[config.mk]
export PLATFORM = sky130hd
export DESIGN_NAME = scancode_set1_event_queue
export DESIGN_NICKNAME = d
export VERILOG_FILES = /design/src/hw/rtl/scs1_pkg.sv /design/src/hw/rtl/scancode_set1_event_queue.sv /design/src/hw/rtl/scs1_ram.sv /design/src/hw/rtl/scs1_decode.sv /design/src/hw/rtl/scs1_ring.sv
export SDC_FILE = /design/constraint.sdc
export NUM_CORES = 1
export LEC_CHECK = 0
export BUFFER_PORTS_ARGS = -buffer_cell sky130_fd_sc_hd__buf_2
export CAP_MARGIN = 20
export CORE_ASPECT_RATIO = 0.5
export CORE_MARGIN = 2
export CORE_UTILIZATION = 45
export CTS_BUF_LIST = sky130_fd_sc_hd__clkbuf_4 sky130_fd_sc_hd__clkbuf_8
export DETAILED_ROUTE_END_ITERATION = 16
export PLACE_DENSITY = 0.69
export SYNTH_ARGS = -nofsm -noshare
export SYNTH_HDL_FRONTEND = slang
export SYNTH_SLANG_ARGS = --single-unit
[constraint.sdc]
create_clock -name clk -period 6 [get_ports clk]
set_input_delay 0.3 -clock clk [delete_from_list [all_inputs] [get_ports clk]]
set_output_delay 0.3 -clock clk [all_outputs]
set_load 0.005 [all_outputs]
[src/hw/rtl/scs1_pkg.sv]
// Shared types, codes and scancode translation tables for the set-1 event queue.
// No dependencies; used by every module of the block except scs1_ram.
package scs1_pkg;

  localparam logic [7:0] PREFIX_EXT   = 8'hE0;
  localparam logic [7:0] PREFIX_PAUSE = 8'hE1;

  localparam logic REQ_SCAN = 1'b0;
  localparam logic REQ_POLL = 1'b1;

  localparam int unsigned CODE_W  = 8;
  localparam int unsigned ENTRY_W = CODE_W + 1;

  typedef struct packed {
    logic              push;
    logic [CODE_W-1:0] code;
    logic              pressed;
  } scs1_event_t;

  function automatic logic [CODE_W-1:0] base_code(input logic [6:0] key);
    logic [CODE_W-1:0] code;
    code = '0;
    unique case (key)
      7'd84:   code = 8'd99;
      7'd85:   code = 8'd84;
      7'd86:   code = 8'd86;
      7'd87:   code = 8'd87;
      7'd88:   code = 8'd88;
      7'd89:   code = 8'd85;
      7'd91:   code = 8'd125;
      7'd92:   code = 8'd126;
      7'd93:   code = 8'd127;
      7'd94:   code = 8'd116;
      7'd95:   code = 8'd142;
      7'd99:   code = 8'd143;
      default: code = (key < 7'd84) ? {1'b0, key} : 8'd0;
    endcase
    return code;
  endfunction

  function automatic logic [CODE_W-1:0] ext_code(input logic [6:0] key);
    logic [CODE_W-1:0] code;
    code = '0;
    unique case (key)
      7'h1C:   code = 8'd96;
      7'h1D:   code = 8'd97;
      7'h35:   code = 8'd98;
      7'h37:   code = 8'd99;
      7'h38:   code = 8'd100;
      7'h47:   code = 8'd102;
      7'h48:   code = 8'd103;
      7'h49:   code = 8'd104;
      7'h4B:   code = 8'd105;
      7'h4D:   code = 8'd106;
      7'h4F:   code = 8'd107;
      7'h50:   code = 8'd108;
      7'h51:   code = 8'd109;
      7'h52:   code = 8'd110;
      7'h53:   code = 8'd111;
      7'h5B:   code = 8'd125;
      7'h5C:   code = 8'd126;
      7'h5D:   code = 8'd127;
      7'h5E:   code = 8'd116;
      7'h5F:   code = 8'd142;
      7'h63:   code = 8'd143;
      default: code = 8'd0;
    endcase
    return code;
  endfunction

endpackage

[src/hw/rtl/scancode_set1_event_queue.sv]
// Set-1 scancode decoder with a queue of key events: top level.
// Usage: the slave channel carries requests. tuser selects the kind: 0 is a
// scancode byte in tdata[7:0], 1 is a poll for the oldest queued event.
// Every accepted request gives exactly one transfer on the master channel.
// 0xE0 arms the extension prefix, 0xE1 is ignored, any other byte is
// translated to a keycode and, if nonzero, queued with its pressed bit. The
// ring holds RING_DEPTH-1 events; an event that finds it full is discarded
// and the result of that byte has event_dropped set.
// A poll result has tuser set when an event was popped, with the keycode and
// pressed bit in tdata; otherwise those fields are zero.
// An accepted request passes through one input register, then the decode, ROM
// lookup and ring update, then the result register, which also holds the
// registered read of the event store RAM.
// Throughput is one request per cycle; when the receiver stalls, the result
// holds and the input register still takes one more request.
// Reset empties the ring and clears the prefix; no clearing pass is needed.
module scancode_set1_event_queue #(
  parameter int RING_DEPTH = 64
) (
  input  logic        clk,
  input  logic        rst,
  input  logic        s_axis_tvalid,
  output logic        s_axis_tready,
  input  logic [7:0]  s_axis_tdata,  // [7:0] scan_byte
  input  logic        s_axis_tuser,  // [0] req_type
  output logic        m_axis_tvalid,
  input  logic        m_axis_tready,
  output logic [15:0] m_axis_tdata,  // [7:0] key_code, [8] key_pressed, [9] event_dropped
  output logic        m_axis_tuser   // [0] event_valid
);

  logic       in_valid;
  logic       in_type;
  logic [7:0] in_byte;
  logic       advance;
  logic       fire;
  logic       out_valid;
  logic       ev_valid;
  logic       ev_dropped;
  logic       pop_ok;
  logic       drop;
  logic       is_scan;
  logic [scs1_pkg::ENTRY_W-1:0] rd_entry;
  scs1_pkg::scs1_event_t dec_evt;
  scs1_pkg::scs1_event_t ring_evt;

  assign advance       = !out_valid || m_axis_tready;
  assign fire          = in_valid && advance;
  assign s_axis_tready = !in_valid || advance;
  assign is_scan       = (in_type == scs1_pkg::REQ_SCAN);

  always_ff @(posedge clk) begin
    if (rst) begin
      in_valid <= 1'b0;
    end else if (s_axis_tready) begin
      in_valid <= s_axis_tvalid;
    end
  end

  always_ff @(posedge clk) begin
    if (s_axis_tvalid && s_axis_tready) begin
      in_type <= s_axis_tuser;
      in_byte <= s_axis_tdata;
    end
  end

  scs1_decode u_decode (
    .clk       (clk),
    .rst       (rst),
    .advance   (fire && is_scan),
    .scan_byte (in_byte),
    .evt       (dec_evt)
  );

  always_comb begin
    ring_evt      = dec_evt;
    ring_evt.push = dec_evt.push && fire && is_scan;
  end

  scs1_ring #(
    .RING_DEPTH (RING_DEPTH)
  ) u_ring (
    .clk      (clk),
    .rst      (rst),
    .evt      (ring_evt),
    .pop_req  (fire && (in_type == scs1_pkg::REQ_POLL)),
    .pop_ok   (pop_ok),
    .dropped  (drop),
    .rd_entry (rd_entry)
  );

  always_ff @(posedge clk) begin
    if (rst) begin
      out_valid <= 1'b0;
    end else if (advance) begin
      out_valid <= in_valid;
    end
  end

  always_ff @(posedge clk) begin
    if (advance) begin
      ev_valid   <= pop_ok;
      ev_dropped <= drop;
    end
  end

  assign m_axis_tvalid = out_valid;
  assign m_axis_tuser  = ev_valid;
  assign m_axis_tdata  = {6'd0, ev_dropped, ev_valid & rd_entry[0],
                          ev_valid ? rd_entry[scs1_pkg::ENTRY_W-1:1] : 8'd0};

endmodule

[src/hw/rtl/scs1_ram.sv]
// Generic single-write, single-read RAM with a registered read port.
// No dependencies.
module scs1_ram #(
  parameter int WIDTH = 9,
  parameter int DEPTH = 64
) (
  input  logic                     clk,
  input  logic                     we,
  input  logic [$clog2(DEPTH)-1:0] waddr,
  input  logic [WIDTH-1:0]         wdata,
  input  logic                     re,
  input  logic [$clog2(DEPTH)-1:0] raddr,
  output logic [WIDTH-1:0]         rdata
);

  logic [WIDTH-1:0] mem [DEPTH];

  always_ff @(posedge clk) begin
    if (we) begin
      mem[waddr] <= wdata;
    end
    if (re) begin
      rdata <= mem[raddr];
    end
  end

endmodule

[src/hw/rtl/scs1_decode.sv]
// Scancode decoder: extension prefix flag and translation to keycodes.
// Depends on scs1_pkg.
module scs1_decode (
  input  logic                clk,
  input  logic                rst,
  input  logic                advance,
  input  logic [7:0]          scan_byte,
  output scs1_pkg::scs1_event_t evt
);

  logic       prefix_pending;
  logic       prefix_pending_next;
  logic [6:0] key;
  logic [scs1_pkg::CODE_W-1:0] code;
  logic       is_ext;
  logic       is_pause;

  assign key      = scan_byte[6:0];
  assign is_ext   = (scan_byte == scs1_pkg::PREFIX_EXT);
  assign is_pause = (scan_byte == scs1_pkg::PREFIX_PAUSE);
  assign code     = prefix_pending ? scs1_pkg::ext_code(key) : scs1_pkg::base_code(key);

  always_comb begin
    prefix_pending_next = prefix_pending;
    if (is_ext) begin
      prefix_pending_next = 1'b1;
    end else if (!is_pause) begin
      prefix_pending_next = 1'b0;
    end
  end

  assign evt.push    = !is_ext && !is_pause && (code != '0);
  assign evt.code    = code;
  assign evt.pressed = !scan_byte[7];

  always_ff @(posedge clk) begin
    if (rst) begin
      prefix_pending <= 1'b0;
    end else if (advance) begin
      prefix_pending <= prefix_pending_next;
    end
  end

endmodule

[src/hw/rtl/scs1_ring.sv]
// Event ring: write and read pointers around the event store RAM.
// Depends on scs1_pkg and scs1_ram.
module scs1_ring #(
  parameter int RING_DEPTH = 64
) (
  input  logic                          clk,
  input  logic                          rst,
  input  scs1_pkg::scs1_event_t         evt,
  input  logic                          pop_req,
  output logic                          pop_ok,
  output logic                          dropped,
  output logic [scs1_pkg::ENTRY_W-1:0]  rd_entry
);

  localparam int PTR_W = $clog2(RING_DEPTH);

  logic [PTR_W-1:0] write_pointer;
  logic [PTR_W-1:0] read_pointer;
  logic [PTR_W-1:0] write_pointer_next;
  logic [PTR_W-1:0] read_pointer_next;
  logic             empty;
  logic             full;
  logic             push_ok;

  assign write_pointer_next = (write_pointer == PTR_W'(RING_DEPTH - 1)) ?
                              '0 : write_pointer + 1'b1;
  assign read_pointer_next  = (read_pointer == PTR_W'(RING_DEPTH - 1)) ?
                              '0 : read_pointer + 1'b1;

  assign empty   = (write_pointer == read_pointer);
  assign full    = (write_pointer_next == read_pointer);
  assign pop_ok  = pop_req && !empty;
  assign push_ok = evt.push && !full;
  assign dropped = evt.push && full;

  always_ff @(posedge clk) begin
    if (rst) begin
      write_pointer <= '0;
      read_pointer  <= '0;
    end else begin
      if (push_ok) begin
        write_pointer <= write_pointer_next;
      end
      if (pop_ok) begin
        read_pointer <= read_pointer_next;
      end
    end
  end

  scs1_ram #(
    .WIDTH (scs1_pkg::ENTRY_W),
    .DEPTH (RING_DEPTH)
  ) u_store (
    .clk   (clk),
    .we    (push_ok),
    .waddr (write_pointer),
    .wdata ({evt.code, evt.pressed}),
    .re    (pop_ok),
    .raddr (read_pointer),
    .rdata (rd_entry)
  );

endmodule
# == Word-level counts from Yosys, hierarchy flattened ==
# Memories as Yosys holds them, arrays and structs flattened. A register that Yosys moved wholly into a read port is not among the register bits.
# Cells that the tools add are included.
# word_totals
wordCells,82
ram_bits,576
inputBits,13
memories,1
ff_bits,26
output_inout_bits,19
# memory_table
name,depth,width,read_ports,rd_ports_with_merged_regs,write_ports,line_no,rtl
u_ring.u_store.mem,64,9,1,1,1,scs1_ram.sv:16,logic [WIDTH-1:0] mem [DEPTH];
# classes
muxes,11
n_reduce_logical,22
n_lt_le_gt_ge,1
n_eq_ne,34
add_sub_neg,2
n_bitwise,2
# ops
cell,n
case mux 8 bit (21 select lines),1
== test 7 bit (second input constant),22
case mux 8 bit (12 select lines),1
== test 7 x 6 -> 1 bit (second input constant),3
== test 8 bit (second input constant),2
2-to-1 mux 8 bit,2
== test 7 x 5 -> 1 bit (second input constant),2
adder 6 x 1 -> 6 bit (second input constant),2
== test 6 bit,2
== test 6 bit (second input constant),2
2-to-1 mux 6 bit,2
logical AND 1 bit,11
nonzero test 8 bit,1
zero test 1 bit,7
less-than comparator 7 bit (second input constant),1
2-to-1 mux 7 bit,1
2-to-1 mux 1 bit,4
logical OR 1 bit,2
inequality test 2 x 1 -> 1 bit (second input constant),1
AND reduction 2 bit,1
bitwise AND 1 bit,1
NOT 1 bit,1

# == Logic depth before layout (Yosys ltp) ==
# logic_depth
ltp_word,11
mapped_depth,12
mapped_depth_nobuf,8

# == Hierarchy ==
# Synthesis repeated with hierarchy kept, for this count alone.
# hier_totals
hier_cells,1320
hier_area_um2,25042.8
# by_module_without_submodules
module,cells_each,n_inst,area_per_inst_um2,seq_area_each_um2
scs1_ram,1020,1,22684.3,17566.8
scs1_ring,112,1,925.9,240.2
scs1_decode,146,1,878.3,20.0
scancode_set1_event_queue,42,1,554.3,370.4

# == Worst setup path before layout ==
# OpenSTA, ideal clock, no wires.
# synth_path
path_type,register to register
from,register in_byte[0]
to,memory u_ring.u_store.mem[0][6] (data pin)
setup_ps,702
setup_slack_ps,1644
n_path_buf,2
required_time_ps,5298
arrival_time_ps,3654
path_stages_with_launch,8
synth_period_minus_slack_ps,4356
path_cell_list,edfxtp_1 buf_2 and2_1 buf_2 xnor2_1 o21ai_0 a21oi_1 o21ai_0
# synth_rtl
element,line_no,rtl
start: declaration,scancode_set1_event_queue.sv:34,logic [7:0] in_byte;
start signal: assignment,scancode_set1_event_queue.sv:63,in_byte <= s_axis_tdata;
end: declaration,scs1_ram.sv:16,

# == Worst setup path after layout ==
# layout_path
from,register in_byte[2]
to,"memory u_ring.u_store.mem[54][3], enable pin"
# layout_via
elab_chain_cells,11
word_cells_on_any_way,44
classes_between,order compare: 1; eq/ne: 29; mux: 6; reduce/logical: 8
# layout_lines
element,line_no,rtl
less-than comparator 7 bit,scs1_pkg.sv:36,"default: code = (key < 7'd84) ? {1'b0, key} : 8'd0;"
2-to-1 mux 7 bit,scs1_pkg.sv:36,
case mux 8 bit (12 select lines),scs1_pkg.sv:23,unique case (key)
2-to-1 mux 8 bit,scs1_decode.sv:21,assign code = prefix_pending ? scs1_pkg::ext_code(key) : scs1_pkg::base_code(key);
nonzero test 8 bit,scs1_decode.sv:32,assign evt.push = !is_ext && !is_pause && (code != '0);
logical AND 1 bit (*),scs1_decode.sv:32,
logical AND 1 bit (*) (2 in series),scancode_set1_event_queue.sv:77,ring_evt.push = dec_evt.push && fire && is_scan;
logical AND 1 bit (*),scs1_ring.sv:33,assign push_ok = evt.push && !full;
2-to-1 mux 1 bit (*),scs1_ram.sv:19,if (we) begin
2-to-1 mux 1 bit (implied by the code) (*),scs1_ram.sv:20,mem[waddr] <= wdata;
# Every way passes the cells marked *; elsewhere a longest branch is shown, timed or not.

==> results.cfg <==
[synth]
netlist_instances = 1211
synth_seq_cells = 611
synth-adder-area-share = 0.00100
synth_top_area_share = 0.716
synthArstFlopShare = 0
synth_top_area_cell = edfxtp_1
yosysWarnings = 0
synth_area_um2 = 25000
synth-edff-count = 596
yosys.area_share.xor_xnor = 0.00630
synth.distinct_cells = 68
synth_area_per_cell_um2 = 20.7
synthTopCellsByArea = edfxtp_1 (72%), mux4_2 (17%), dfxtp_1 (1.2%)
synth_flop_cell = edfxtp_1
synth_mux_area_frac = 0.172
synthSimpleGateAreaFrac = 0.0501
yosysSeqAreaShare = 0.728
synth_common_cells = edfxtp_1 (596), mux4_2 (189), buf_2 (37)
yosys.cell_count.top_type = edfxtp_1
synth_compound_area_frac = 0.0218
synth_top_family_by_area = multiplexers

[outcome]
status = finished, final reports clean

[setup_path]
arrival_ns = 4.96
crit_type = register to register
crit_slowest_cell = edfxtp_1
crit_chain = inv_1, or3_4, o311ai_4, o211ai_1, and4_1, a21o_2, buf_12, nor4_1, buf_4
slowest_delay_ns = 0.99
cp_data_required_time_ns = 6.36
worstReg2RegEnd = u_ring.u_store.mem[54][3]
rrSetupSlack_ns = 1.40
reg2reg_depth = 9
cp_top_family = simple AND/OR/NAND/NOR gates
cp_num_cells = 9
cp_num_buf_inv = 3
crit_path_end_kind = register
path_max_fanout = 42
regToRegStartpoint = in_byte[2]
worstSetupStartpointType = register

[die]
dieArea_um2 = 57600
die_w_um = 337
core_area_um2 = 55300
initial_core_util = 0.453
rows = 61
io_pins = 32
die_y_um = 171

[clock_tree]
clkTransAtPathRegs_ns = 0.06
htreeDepth = 3
clock_path_buffers = 3
cts-resized-gates = 0
clock-sinks = 611
cts_buffers = 88
ctsHoldBuffers = 13
cts_tree = built
clock_latency_ns = 0.66
cts_root_buf = clkbuf_8
post_cts_buffers = 0

[placed_design]
gp_congestion = 0.894
dpl.hpwl_mm = 33.9
dp.cells = 1951
io_buffers = 25
placed_area_um2 = 26100

[timing]
period_needed_ns = 4.60
max-slew-margin-rel = 0.291
slew_violations = 0
clock.fmax_mhz = 217
finClkSkew_ns = 0.0326
finalHoldViolations = 0
rsz0062_at_grt = false
setup_tns_ns = 0
fin_crit_sh = 0.767
setup_viol = 0
tightest_slew_ns = 1.06

[grt]
grt.overflow.total = 0
grtUsageMet3 = 0.0371
grt_pass1_vias = 12600
grt_pass1_wl_mm = 83.6
met1_usage = 0.288
grt_max_degree = 109
antenna_found_initial = 2
grtUsageTotal = 0.199
grt_use_met2 = 0.310
busiest_layer = met2

[final_layout]
area_delta_synth_final_pct = 12.0
drive_gt1_frac = 0.350
nets = 1319
instances_no_fill = 2128
nFillCells = 4353
fin_area_um2 = 28000
final_util = 0.507

[min_path]
holdPathStages = 2
hold_path.class = input pin to register
hold_start = s_axis_tdata[5]
hold_path_end = in_byte[5]

[power]
total_leakage_power_nw = 8.51
powerDensity_nw_per_um2 = 294
ir_worst_vdd_mv = 0.139

[routing]
firstDrtPassIters = 5
totalWireLength_mm = 56.2
post-route-drc-count = 0
viasPerCell = 5.92
wire_per_inst_um = 26.4
num_vias = 12600
ant_nets = 0
initialDrtViolationCount = 1764

[job]
drv_cap = 0
placed cells by master (no fill, tap or decap), drive strengths merged, types with 4 or more instances in the layout:
cell type    count
a21o             4
nand2b           5
nor4            26
clkinvlp         4
xnor2            6
nand4            4
or3              4
nand3           11
nor3            47
clkinv          26
o211ai           4
dlygate4sd3     13
nor2b            6
o21ai           13
conb             6
and3b            5
mux4           189
a21oi           12
xor2            12
dfxtp           15
a211oi           4
nand2           36
nor2            28
clkbuf         123
edfxtp         596
o31ai            6
and2            13
buf             81
inv             15
or2              5
a31oi            5
per-layer routing:
metal | share of wire | vias to the layer above
met2 | 0.48 | 647
met1 | 0.42 | 6609
met5 | 0 | -
met3 | 0.086 | 97
met4 | 0.023 | 0
li1 | - | 5251
per-stage QoR:
| stage | setup WS [ns] | hold slack (ns) | total power [mW] |
|---|---|---|---|
| after global routing | 1.15 | 0.368 | 8.48 |
| after global placement | 1.65 | 0.481 | 5.10 |
| after detailed placement | 1.47 | 0.479 | 5.11 |
| final | 1.40 | 0.378 | 8.23 |
| after floorplan | 1.64 | 0.399 | 4.99 |
| after CTS | 1.45 | 0.333 | 8.29 |
state kept, by name, indices dropped and copies added (netlist names), 6 cells and up:
name                  flops
u_ring.u_store.mem      576
u_ring.u_store.rdata      9
u_ring.read_pointer       6
in_byte                   8
u_ring.write_pointer      6
worst max-delay path by stage:
| stage | startpoint | end |
|---|---|---|
| after floorplan | in_byte[0] | u_ring.u_store.mem[0][6] |
| after global placement | in_byte[2] | u_ring.u_store.mem[54][5] |
| after detailed placement | in_byte[2] | u_ring.u_store.mem[54][6] |
| after CTS | in_byte[2] | u_ring.u_store.mem[54][3] |
| after global routing | in_byte[2] | u_ring.u_store.mem[54][3] |
| final | in_byte[2] | u_ring.u_store.mem[54][3] |
report_power, final:
part	switching (mW)	internal (mW)
clock network	1.54	1.67
registers	0.0232	4.73
logic	0.199	0.0739
total	1.76	6.47
area by class of cell:
cell class                 instances  area (um2)  share of cell area
sequential                       611       18200               0.650
multi-input combinational        496        6410               0.229
clock buffer                     123        1510              0.0537
tap                              756         946              0.0338
timing repair buffer              94         701              0.0250
clock inverter                    33         191             0.00683
inverter                          13        48.8             0.00174
antenna                            2        5.00            0.000179
kinds of logic (layout without fill, tap and decap cells):
logic type,count (synthesis),count (layout)
XOR/XNOR,18,18
AND/OR/NAND/NOR,203,203
flip-flops,611,611
multiplexers,194,194
adder cells (fa/ha/maj),2,2
buffers and inverters,109,263
other,1,8
AO/OA/AOI/OAI,73,73
No activity file was read; power rests on OpenSTA's default activity.
